--- config.mk ---
export PLATFORM = sky130hd
export DESIGN_NAME = video_out_beam_position_unit
export DESIGN_NICKNAME = d
export VERILOG_FILES = /design/src/rtl/vobp_pkg.sv /design/src/rtl/vobp_arith.sv /design/src/rtl/video_out_beam_position_unit.sv
export SDC_FILE = /design/constraint.sdc
export NUM_CORES = 2
export LEC_CHECK = 0
export BUFFER_PORTS_ARGS = -buffer_cell sky130_fd_sc_hd__buf_2
export CAP_MARGIN = 20
export CORE_MARGIN = 2
export CORE_UTILIZATION = 25
export CTS_CLUSTER_SIZE = 28
export DETAILED_ROUTE_END_ITERATION = 7
export SYNTH_ARGS = -nofsm -noshare
export SYNTH_HDL_FRONTEND = slang
export SYNTH_HIERARCHICAL = 1
export SYNTH_SLANG_ARGS = --single-unit
export TNS_END_PERCENT = 1
--- constraint.sdc ---
create_clock -name clk_i -period 7.9 [get_ports clk_i]
set_input_delay 0.395 -clock clk_i [delete_from_list [all_inputs] [get_ports clk_i]]
set_output_delay 0.395 -clock clk_i [all_outputs]
set_load 0.01 [all_outputs]
--- src/rtl/vobp_pkg.sv ---
// Shared constants, codes and handshake types for the video-out beam position unit.
`default_nettype none
package vobp_pkg;

  localparam int DIM_BITS_DEF   = 13;
  localparam int CYCLE_BITS_DEF = 48;

  // Datapath width of the shared multiply/divide unit and its step counter.
  localparam int UNIT_W = 64;
  localparam int CNT_W  = 7;
  localparam int POS_W  = 24;
  localparam int X_W    = 12;
  localparam int Y_W    = 14;
  localparam logic [X_W-1:0] X_MAX = '1;
  localparam logic [Y_W-1:0] Y_MAX = '1;

  localparam logic [2:0] MODE_READ    = 3'd0;
  localparam logic [2:0] MODE_DITHER  = 3'd1;
  localparam logic [2:0] MODE_SIZE    = 3'd2;
  localparam logic [2:0] MODE_SEAL    = 3'd3;
  localparam logic [2:0] MODE_PRES_LV = 3'd4;
  localparam logic [2:0] MODE_PRES_FR = 3'd5;
  localparam logic [2:0] MODE_ALIGN   = 3'd6;
  localparam logic [2:0] MODE_REINIT  = 3'd7;

  localparam logic [1:0] STAT_IDLE    = 2'd0;
  localparam logic [1:0] STAT_LATCHED = 2'd1;
  localparam logic [1:0] STAT_SEALED  = 2'd2;
  localparam logic [1:0] STAT_SHOWN   = 2'd3;

  localparam logic REG_CPF = 1'b0;
  localparam logic REG_VBS = 1'b1;

  typedef enum logic {OP_MUL, OP_DIV} arith_op_e;

  typedef struct packed {
    logic              start;
    arith_op_e         op;
    logic [UNIT_W-1:0] a;      // multiplier, or dividend
    logic [UNIT_W-1:0] b;      // multiplicand, or divisor
    logic [CNT_W-1:0]  nbits;  // significant bits of a
  } arith_req_t;

  typedef struct packed {
    logic              done;
    logic [UNIT_W-1:0] quo;    // quotient
    logic [UNIT_W-1:0] rem;    // remainder, or product
  } arith_resp_t;

endpackage
`default_nettype wire

--- src/rtl/vobp_arith.sv ---
// Shared bit-serial multiply and restoring divide unit, one bit per cycle.
`default_nettype none
module vobp_arith
  import vobp_pkg::*;
(
  input  wire logic        clk_i,
  input  wire logic        rst_ni,
  input  wire arith_req_t  req_i,
  output arith_resp_t      resp_o
);

  logic              busy_q, done_q;
  arith_op_e         op_q;
  logic [CNT_W-1:0]  cnt_q;
  logic [UNIT_W-1:0] acc_q, shf_q, opb_q;

  logic [UNIT_W-1:0] rn;
  logic [UNIT_W:0]   df;
  logic [CNT_W-1:0]  lsh;

  assign rn  = {acc_q[UNIT_W-2:0], shf_q[UNIT_W-1]};
  assign df  = {1'b0, rn} - {1'b0, opb_q};
  assign lsh = CNT_W'(UNIT_W) - req_i.nbits;

  always_ff @(posedge clk_i or negedge rst_ni) begin
    if (!rst_ni) begin
      busy_q <= 1'b0;
      done_q <= 1'b0;
      cnt_q  <= '0;
    end else begin
      done_q <= busy_q && (cnt_q == CNT_W'(1));
      if (req_i.start) begin
        busy_q <= 1'b1;
        cnt_q  <= req_i.nbits;
      end else if (busy_q) begin
        cnt_q <= cnt_q - CNT_W'(1);
        if (cnt_q == CNT_W'(1)) begin
          busy_q <= 1'b0;
        end
      end
    end
  end

  always_ff @(posedge clk_i) begin
    if (req_i.start) begin
      op_q  <= req_i.op;
      acc_q <= '0;
      opb_q <= req_i.b;
      // The dividend is left-aligned so its top bit enters the remainder first.
      shf_q <= (req_i.op == OP_DIV) ? (req_i.a << lsh) : req_i.a;
    end else if (busy_q) begin
      if (op_q == OP_MUL) begin
        acc_q <= acc_q + (shf_q[0] ? opb_q : '0);
        shf_q <= shf_q >> 1;
        opb_q <= opb_q << 1;
      end else if (!df[UNIT_W]) begin
        acc_q <= df[UNIT_W-1:0];
        shf_q <= {shf_q[UNIT_W-2:0], 1'b1};
      end else begin
        acc_q <= rn;
        shf_q <= {shf_q[UNIT_W-2:0], 1'b0};
      end
    end
  end

  assign resp_o.done = done_q;
  assign resp_o.quo  = shf_q;
  assign resp_o.rem  = acc_q;

endmodule
`default_nettype wire

--- src/rtl/video_out_beam_position_unit.sv ---
// Top level of the video-out beam position unit: registers, sequencer and ports.
//
//  channel | direction | handshake                     | payload
//  in      | input     | in_valid_i / in_stall_o       | mode, now_cycle, dither/size, offset
//  out     | output    | out_valid_o / out_stall_i     | visible, beam, status, sealed fields
//  cfg     | input     | psel, penable, pwrite, pready | paddr, pwdata, prdata
//
// Register and present items are answered directly, without the arithmetic unit. Read
// and align items run the shared one-bit-per-cycle multiply/divide unit, with more
// steps in vblank than in active display. Reset clears the sequencer, status, held
// values and outputs to zero and both timing registers to one, not the intermediates.
// A new item is taken only when the sequencer is idle and no item is held at out.
`default_nettype none
module video_out_beam_position_unit
  import vobp_pkg::*;
#(
  parameter int DIM_BITS   = DIM_BITS_DEF,
  parameter int CYCLE_BITS = CYCLE_BITS_DEF
) (
  input  wire logic                  clk_i,
  input  wire logic                  rst_ni,
  input  wire logic                  in_valid_i,
  output logic                       in_stall_o,
  input  wire logic [2:0]            mode_i,
  input  wire logic [CYCLE_BITS-1:0] now_cycle_i,
  input  wire logic [7:0]            dither_value_i,
  input  wire logic [DIM_BITS-1:0]   width_value_i,
  input  wire logic [DIM_BITS-1:0]   height_value_i,
  input  wire logic [POS_W-1:0]      frame_offset_i,
  output logic                       out_valid_o,
  input  wire logic                  out_stall_i,
  output logic [7:0]                 visible_dither_o,
  output logic                       scan_phase_o,
  output logic [X_W-1:0]             beam_x_o,
  output logic [Y_W-1:0]             beam_y_o,
  output logic [DIM_BITS-1:0]        visible_width_o,
  output logic [DIM_BITS-1:0]        visible_height_o,
  output logic [1:0]                 unit_status_o,
  output logic [7:0]                 sealed_dither_o,
  output logic [DIM_BITS-1:0]        sealed_width_o,
  output logic [DIM_BITS-1:0]        sealed_height_o,
  input  wire logic                  psel,
  input  wire logic                  penable,
  input  wire logic                  pwrite,
  input  wire logic [2:0]            paddr,
  input  wire logic [31:0]           pwdata,
  output logic [31:0]                prdata,
  output logic                       pready
);

  localparam int PROD_BITS = (POS_W + 2 * DIM_BITS > UNIT_W) ? UNIT_W : POS_W + 2 * DIM_BITS;
  localparam int LINE_BITS = POS_W + DIM_BITS;

  localparam logic [3:0] ST_IDLE = 4'd0;
  localparam logic [3:0] ST_POS  = 4'd1;
  localparam logic [3:0] ST_WH   = 4'd2;
  localparam logic [3:0] ST_PA   = 4'd3;
  localparam logic [3:0] ST_PB   = 4'd4;
  localparam logic [3:0] ST_SH   = 4'd5;
  localparam logic [3:0] ST_LN   = 4'd6;
  localparam logic [3:0] ST_BQ   = 4'd7;
  localparam logic [3:0] ST_AW   = 4'd8;
  localparam logic [3:0] ST_T1   = 4'd9;
  localparam logic [3:0] ST_T2   = 4'd10;
  localparam logic [3:0] ST_T3   = 4'd11;
  localparam logic [3:0] ST_XY   = 4'd12;

  logic [3:0]            state_q, state_d;
  logic [POS_W-1:0]      cpf_q, vbs_q;
  logic [7:0]            live_d_q, shown_d_q, snap_d_q;
  logic [DIM_BITS-1:0]   live_w_q, live_h_q, shown_w_q, shown_h_q, snap_w_q, snap_h_q;
  logic [CYCLE_BITS-1:0] frame_start_q;
  logic                  phase_q, out_valid_q;
  logic [X_W-1:0]        beam_col_q;
  logic [Y_W-1:0]        beam_row_q;
  logic [1:0]            status_q;
  logic [POS_W-1:0]      pos_q, span_q, br_q;
  logic                  blank_q;
  logic [DIM_BITS-1:0]   bq_q;
  logic [LINE_BITS-1:0]  a_q;
  logic [UNIT_W-1:0]     t1_q;

  arith_req_t  req;
  arith_resp_t resp;

  logic                  in_acc, out_take, cfg_wr, finish, size_zero;
  logic [POS_W-1:0]      cpf, pos_new;
  logic [CYCLE_BITS-1:0] diff_in;
  logic [Y_W:0]          y_base;
  logic [UNIT_W:0]       y_sum;

  assign in_stall_o = (state_q != ST_IDLE) || (out_valid_q && out_stall_i);
  assign in_acc     = in_valid_i && !in_stall_o;
  assign out_take   = out_valid_q && !out_stall_i;
  assign pready     = 1'b1;
  assign cfg_wr     = psel && penable && pwrite && pready;
  assign prdata     = (paddr[2] == REG_VBS) ? 32'(vbs_q) : 32'(cpf_q);

  assign cpf       = (cpf_q == '0) ? POS_W'(1) : cpf_q;
  assign size_zero = (shown_w_q == '0) || (shown_h_q == '0);
  assign pos_new   = resp.rem[POS_W-1:0];
  // An align item restarts the frame so that exactly frame_offset cycles have gone by.
  assign diff_in   = (mode_i == MODE_ALIGN) ? CYCLE_BITS'(frame_offset_i)
                                            : now_cycle_i - frame_start_q;
  assign y_base    = blank_q ? (Y_W + 1)'(shown_h_q) : '0;
  assign y_sum     = {1'b0, resp.quo} + (UNIT_W + 1)'(y_base);
  assign finish    = resp.done && (((state_q == ST_POS) && size_zero) || (state_q == ST_XY));

  vobp_arith u_arith (
    .clk_i  (clk_i),
    .rst_ni (rst_ni),
    .req_i  (req),
    .resp_o (resp)
  );

  always_comb begin
    req     = '0;
    state_d = state_q;
    case (state_q)
      ST_IDLE: begin
        if (in_acc && (mode_i == MODE_READ || mode_i == MODE_ALIGN)) begin
          req     = '{1'b1, OP_DIV, UNIT_W'(diff_in), UNIT_W'(cpf), CNT_W'(CYCLE_BITS)};
          state_d = ST_POS;
        end
      end
      ST_POS: begin
        if (resp.done) begin
          if (size_zero) begin
            state_d = ST_IDLE;
          end else begin
            req     = '{1'b1, OP_MUL, UNIT_W'(shown_w_q), UNIT_W'(shown_h_q),
                        CNT_W'(DIM_BITS)};
            state_d = ST_WH;
          end
        end
      end
      ST_WH: begin
        if (resp.done) begin
          if (!blank_q || vbs_q == '0) begin
            req     = '{1'b1, OP_MUL, UNIT_W'(pos_q), resp.rem, CNT_W'(POS_W)};
            state_d = ST_PA;
          end else begin
            req     = '{1'b1, OP_MUL, UNIT_W'(shown_h_q), UNIT_W'(cpf - vbs_q),
                        CNT_W'(DIM_BITS)};
            state_d = ST_SH;
          end
        end
      end
      ST_PA: begin
        if (resp.done) begin
          req     = '{1'b1, OP_DIV, resp.rem, UNIT_W'(blank_q ? cpf : vbs_q),
                      CNT_W'(PROD_BITS)};
          state_d = ST_PB;
        end
      end
      ST_PB: begin
        if (resp.done) begin
          req     = '{1'b1, OP_DIV, resp.quo, UNIT_W'(shown_w_q), CNT_W'(PROD_BITS)};
          state_d = ST_XY;
        end
      end
      ST_SH: begin
        if (resp.done) begin
          req     = '{1'b1, OP_DIV, resp.rem, UNIT_W'(vbs_q), CNT_W'(LINE_BITS)};
          state_d = ST_LN;
        end
      end
      ST_LN: begin
        if (resp.done) begin
          req     = '{1'b1, OP_DIV, resp.quo, UNIT_W'(span_q), CNT_W'(LINE_BITS)};
          state_d = ST_BQ;
        end
      end
      ST_BQ: begin
        if (resp.done) begin
          req     = '{1'b1, OP_MUL, UNIT_W'(pos_q - vbs_q), UNIT_W'(shown_w_q),
                      CNT_W'(POS_W)};
          state_d = ST_AW;
        end
      end
      ST_AW: begin
        if (resp.done) begin
          req     = '{1'b1, OP_MUL, UNIT_W'(bq_q), resp.rem, CNT_W'(DIM_BITS)};
          state_d = ST_T1;
        end
      end
      ST_T1: begin
        if (resp.done) begin
          req     = '{1'b1, OP_MUL, UNIT_W'(br_q), UNIT_W'(a_q), CNT_W'(POS_W)};
          state_d = ST_T2;
        end
      end
      ST_T2: begin
        if (resp.done) begin
          req     = '{1'b1, OP_DIV, resp.rem, UNIT_W'(span_q), CNT_W'(UNIT_W)};
          state_d = ST_T3;
        end
      end
      ST_T3: begin
        if (resp.done) begin
          req     = '{1'b1, OP_DIV, t1_q + resp.quo, UNIT_W'(shown_w_q), CNT_W'(UNIT_W)};
          state_d = ST_XY;
        end
      end
      ST_XY: begin
        if (resp.done) begin
          state_d = ST_IDLE;
        end
      end
      default: begin
        state_d = ST_IDLE;
      end
    endcase
  end

  // Intermediate values of the beam computation.
  always_ff @(posedge clk_i) begin
    if (resp.done) begin
      case (state_q)
        ST_POS: begin
          pos_q   <= pos_new;
          blank_q <= (vbs_q == '0) || (pos_new >= vbs_q);
          span_q  <= cpf - vbs_q;
        end
        ST_BQ: begin
          bq_q <= resp.quo[DIM_BITS-1:0];
          br_q <= resp.rem[POS_W-1:0];
        end
        ST_AW:   a_q  <= resp.rem[LINE_BITS-1:0];
        ST_T1:   t1_q <= resp.rem;
        default: ;
      endcase
    end
  end

  always_ff @(posedge clk_i or negedge rst_ni) begin
    if (!rst_ni) begin
      state_q       <= ST_IDLE;
      cpf_q         <= POS_W'(1);
      vbs_q         <= POS_W'(1);
      live_d_q      <= '0;
      live_w_q      <= '0;
      live_h_q      <= '0;
      shown_d_q     <= '0;
      shown_w_q     <= '0;
      shown_h_q     <= '0;
      snap_d_q      <= '0;
      snap_w_q      <= '0;
      snap_h_q      <= '0;
      frame_start_q <= '0;
      phase_q       <= 1'b0;
      beam_col_q    <= '0;
      beam_row_q    <= '0;
      status_q      <= STAT_IDLE;
      out_valid_q   <= 1'b0;
    end else begin
      state_q <= state_d;
      if (cfg_wr) begin
        if (paddr[2] == REG_VBS) begin
          vbs_q <= pwdata[POS_W-1:0];
        end else begin
          cpf_q <= pwdata[POS_W-1:0];
        end
      end
      if (out_take) begin
        out_valid_q <= 1'b0;
      end
      if (in_acc) begin
        case (mode_i)
          MODE_DITHER: begin
            live_d_q    <= dither_value_i;
            status_q    <= STAT_LATCHED;
            out_valid_q <= 1'b1;
          end
          MODE_SIZE: begin
            live_w_q    <= width_value_i;
            live_h_q    <= height_value_i;
            status_q    <= STAT_LATCHED;
            out_valid_q <= 1'b1;
          end
          MODE_SEAL: begin
            snap_d_q    <= live_d_q;
            snap_w_q    <= live_w_q;
            snap_h_q    <= live_h_q;
            status_q    <= STAT_SEALED;
            out_valid_q <= 1'b1;
          end
          MODE_PRES_LV: begin
            shown_d_q   <= live_d_q;
            shown_w_q   <= live_w_q;
            shown_h_q   <= live_h_q;
            status_q    <= STAT_SHOWN;
            out_valid_q <= 1'b1;
          end
          MODE_PRES_FR: begin
            shown_d_q   <= dither_value_i;
            shown_w_q   <= width_value_i;
            shown_h_q   <= height_value_i;
            status_q    <= STAT_SHOWN;
            out_valid_q <= 1'b1;
          end
          MODE_ALIGN: begin
            frame_start_q <= now_cycle_i - CYCLE_BITS'(frame_offset_i);
          end
          MODE_REINIT: begin
            live_d_q      <= dither_value_i;
            shown_d_q     <= dither_value_i;
            snap_d_q      <= dither_value_i;
            live_w_q      <= width_value_i;
            shown_w_q     <= width_value_i;
            snap_w_q      <= width_value_i;
            live_h_q      <= height_value_i;
            shown_h_q     <= height_value_i;
            snap_h_q      <= height_value_i;
            frame_start_q <= '0;
            cpf_q         <= POS_W'(1);
            vbs_q         <= POS_W'(1);
            phase_q       <= 1'b0;
            beam_col_q    <= '0;
            beam_row_q    <= '0;
            status_q      <= STAT_IDLE;
            out_valid_q   <= 1'b1;
          end
          default: ;
        endcase
      end
      if (finish) begin
        out_valid_q <= 1'b1;
        if (state_q == ST_POS) begin
          phase_q    <= (vbs_q == '0) || (pos_new >= vbs_q);
          beam_col_q <= '0;
          beam_row_q <= '0;
        end else begin
          phase_q    <= blank_q;
          beam_col_q <= (resp.rem > UNIT_W'(X_MAX)) ? X_MAX : resp.rem[X_W-1:0];
          beam_row_q <= (y_sum > (UNIT_W + 1)'(Y_MAX)) ? Y_MAX : y_sum[Y_W-1:0];
        end
      end
    end
  end

  assign out_valid_o      = out_valid_q;
  assign visible_dither_o = shown_d_q;
  assign scan_phase_o     = phase_q;
  assign beam_x_o         = beam_col_q;
  assign beam_y_o         = beam_row_q;
  assign visible_width_o  = shown_w_q;
  assign visible_height_o = shown_h_q;
  assign unit_status_o    = status_q;
  assign sealed_dither_o  = snap_d_q;
  assign sealed_width_o   = snap_w_q;
  assign sealed_height_o  = snap_h_q;

  // The shared unit only reports while the sequencer waits on it.
  a_done_busy: assert property (@(posedge clk_i) disable iff (!rst_ni)
    resp.done |-> state_q != ST_IDLE)
    else $error("arith unit finished with sequencer idle");

  // No result may be pending while a beam computation is running.
  a_no_pending: assert property (@(posedge clk_i) disable iff (!rst_ni)
    state_q != ST_IDLE |-> !out_valid_q)
    else $error("result pending during computation");

  // The frame position must come out below the frame length.
  a_pos_range: assert property (@(posedge clk_i) disable iff (!rst_ni)
    (state_q == ST_POS && resp.done) |-> resp.rem < UNIT_W'(cpf))
    else $error("frame position not below frame length");

endmodule
`default_nettype wire

==> results.sh <==
export IMPL_post_cts_setup_buffer_count=0
export IMPL_gr_usage_all_layers=0.193
export IMPL_synth_cell_type_count=110
export IMPL_worst_hold_path_endpoint="frame_start_q[27]"
export IMPL_rsz_0062_raised_after_global_routing="false"
export IMPL_signed_area_change_from_the_synthesized_netlist_to_the_final_layout_pct=14.9
export IMPL_clock_latency_ns=0.73
export IMPL_timing_final_max_slew_violations=0
export IMPL_design_final_nets=7279
export IMPL_cts_made_buffers=77
export IMPL_setup_violations_final=0
export IMPL_ctsHtreeMaxLevel=3
export IMPL_worst_r2r_setup_slack_ns=1.24
export IMPL_worst_hold_startpoint="now_cycle_i[27]"
export IMPL_grt_max_degree=200
export IMPL_min_path_type="primary input to flip-flop"
export IMPL_post_synth_edffs=316
export IMPL_min_path_cells=3
export IMPL_critical_path_reg2reg_startpoint="u_arith/shf_q[0]"
export IMPL_detailedPlacementHpwl_microns=167000
export IMPL_failing_checks="DRC"
export IMPL_timing_max_slew_rel_slack=0.191
export IMPL_most_frequent_cells_in_the_layout="nand2_1, a21oi_1, o21ai_0, nor2_1, ha_1"
export IMPL_routed_via_density=5.65
export IMPL_dr_first_iter_drc_count=7063
export IMPL_drtAntennaViolNets=0
export IMPL_worst_setup_hold_path_clk_slew_ns=0.07
export IMPL_numClockSinks=621
export IMPL_final_fill_count=23100
export IMPL_count_of_endpoints_failing_hold_in_the_final_timing_report=0
export IMPL_leakage_nw=25.0
export IMPL_initial_antenna_violation_count=10
export IMPL_drcViolationCount=9
export IMPL_die_area_sq_mm=0.222
export IMPL_final_min_clock_period_ns=6.66
export IMPL_final_common_cell="nand2_1"
export IMPL_totalNegativeSetupSlack_ns=0
export IMPL_tritoncts="done"
export IMPL_cp_max_fo=5
export IMPL_post_route_cells_drive_above_1_share=0.113
export IMPL_ios=283
export IMPL_worst_slew_pin_slew_ns=1.20
export IMPL_worst_ep_required_time_ns=8.32
export IMPL_power_density_mw_per_mm2=229
export IMPL_critical_path_endpoint_type="flip-flop"
export IMPL_synth_async_sr_flop_share=0.388
export IMPL_post_route_period_util=0.843
export IMPL_ys_warnings_count=6
export IMPL_synth_instances=6610
export IMPL_detail_route_wl_per_cell_microns=23.2
export IMPL_crit_type="flip-flop to flip-flop"
export IMPL_timing_clock_skew_ns=0.0408
export IMPL_number_of_global_route_vias_before_repair=51000
export IMPL_syn_area_sq_mm=0.0545
export IMPL_timing_critical_path_arrival_ns=7.08
export IMPL_synth_main_ff_cell="edfxtp_1"
export IMPL_port_buffers=263
export IMPL_max_cap_viol=0
export IMPL_result_of_the_run="finished, violations left"
export IMPL_initial_util=0.251
export IMPL_ff_latch_area_sq_mm=0.0168
export IMPL_timing_fmax_mhz=150
export IMPL_drt_pre_antenna_iters=8
export IMPL_core_region_area_sq_mm=0.217
export IMPL_multi_input_comb_area_sq_mm=0.0353
export IMPL_globalRoute_totalOverflow=0
export IMPL_ys_ff_latch=621
export IMPL_synth_sequential_area_ratio=0.308
export IMPL_synthesis_area_per_instance_sq_um=8.25
export IMPL_finalPower_w=0.0144
export IMPL_reg_to_reg_end="u_arith/shf_q[41]"
export IMPL_wire_length_of_the_first_global_routing_pass_microns=331000
export IMPL_worst_ir_drop_vdd_mv=0.188
export IMPL_core_rows=171
export IMPL_ctsLongestPathBuffers=3
export IMPL_clock_root_buffer="clkbuf_16"
export IMPL_via_count=54700
export IMPL_worst_setup_path_start_kind="flip-flop"
export IMPL_wl_microns=225000
export IMPL_die_h_microns=471
export IMPL_reg2reg_depth=20
export IMPL_gp_congestion=0.982
export IMPL_floorplan_die_width_microns=471
## worst max path at each step
stage                             start  slack (ns)                end
floorplan                    state_q[2]        1.97   u_arith/opb_q[0]
global placement       u_arith/shf_q[0]        1.49  u_arith/shf_q[41]
detailed placement     u_arith/shf_q[0]        1.47  u_arith/shf_q[41]
CTS                    u_arith/shf_q[0]        1.43  u_arith/shf_q[41]
global route        visible_height_o[7]        1.05  u_arith/shf_q[62]
finish                 u_arith/shf_q[0]        1.24  u_arith/shf_q[41]
## metal layers
| metal | global-route usage | up-vias | wire, microns |
|---|---|---|---|
| met3 | 0.0401 | 398 | 22000 |
| met5 | 0 | - | 41 |
| met2 | 0.291 | 2851 | 95800 |
| met1 | 0.274 | 26700 | 100000 |
| li1 | - | 24800 | - |
| met4 | 0.0569 | 6 | 6920 |
## Yosys cell counts, drive strengths merged, types with 70 or more instances
| master | count | share of area |
|---|---|---|
| mux2i | 189 | 0.035 |
| clkbuf | 357 | 0.025 |
| a211oi | 79 | 0.011 |
| a21oi | 603 | 0.056 |
| o211ai | 85 | 0.012 |
| o21ai | 503 | 0.046 |
| and2 | 109 | 0.013 |
| mux2 | 70 | 0.014 |
| xnor2 | 199 | 0.032 |
| nor2b | 92 | 0.011 |
| nand2 | 904 | 0.062 |
| a21o | 199 | 0.027 |
| inv | 274 | 0.019 |
| edfxtp | 316 | 0.17 |
| nand3 | 167 | 0.016 |
| xor2 | 109 | 0.018 |
| nor3 | 120 | 0.011 |
| nor2 | 450 | 0.031 |
| dfrtp | 239 | 0.11 |
| ha | 349 | 0.080 |
| a222oi | 72 | 0.013 |
| nand4 | 93 | 0.011 |
## worst max-delay path, cell delays in order, from the launching register on
cell and delay, ns:
edfxtp_1 0.47, ha_1 0.26, fa_1 0.41, a21o_1 0.22, a31o_2 0.28, a21oi_2 0.25, a21oi_1 0.18, or4_1 0.65
nand2_1 0.16, o31ai_1 0.09, xor2_1 0.15, a222oi_1 0.81, o211ai_1 0.55, mux4_2 0.65, nand2_1 0.11, nand3_1 0.08
a21boi_0 0.19, nand2_1 0.12, a21oi_1 0.06, o21ai_0 0.51, o21ai_0 0.17
## what timing repair did
item | in CTS | in global routing
hold buffers | 76 | 0
gates resized for setup | 0 | 0
hold endpoints to repair | 284 | 0
## cells by family after synthesis
logic type | synth area share
AO/OA/AOI/OAI | 0.250
XOR/XNOR | 0.0495
adder cells (fa/ha/maj) | 0.0830
buffers and inverters | 0.0500
flip-flops | 0.308
multiplexers | 0.0690
other | 0.000138
AND/OR/NAND/NOR | 0.190
## where the power goes
part	internal (W)	switching (W)	total, W
combinational	0.00228	0.00392	0.00619
clock	0.00217	0.00167	0.00384
sequential	0.00380	0.000538	0.00433
## stage by stage
stage | utilization | std cells | hold slack [ns] | worst slack, ns | area (sq um)
after floorplan | - | 6617 | 0.0994 | 1.97 | 54600
after global placement | 0.273 | 9469 | 0.459 | 1.49 | 59200
after detailed placement | 0.273 | 9470 | 0.463 | 1.47 | 59200
after CTS | 0.289 | 9688 | 0.00275 | 1.43 | 62700
after global routing | 0.289 | 9691 | 0.0584 | 1.05 | 62700
final | 0.289 | 9694 | 0.0487 | 1.24 | 62700
## final cells by class
class,count,share of cell area
sequential,621,0.268
antenna,6,0.000240
clock inverter,40,0.00719
timing repair buffer,498,0.0531
multi-input combinational,5299,0.562
clock buffer,102,0.0354
inverter,274,0.0164
tap,2854,0.0570
## registers in the layout (all words and copies together), names as in the netlist, 24 cells and up
register and cells:
u_arith/shf_q 64, u_arith/acc_q 64, br_q 24, cpf_q 24
span_q 24, frame_start_q 48, t1_q 64, pos_q 24
a_q 37, vbs_q 24, u_arith/opb_q 64
Power figures use the tool's default switching activity.
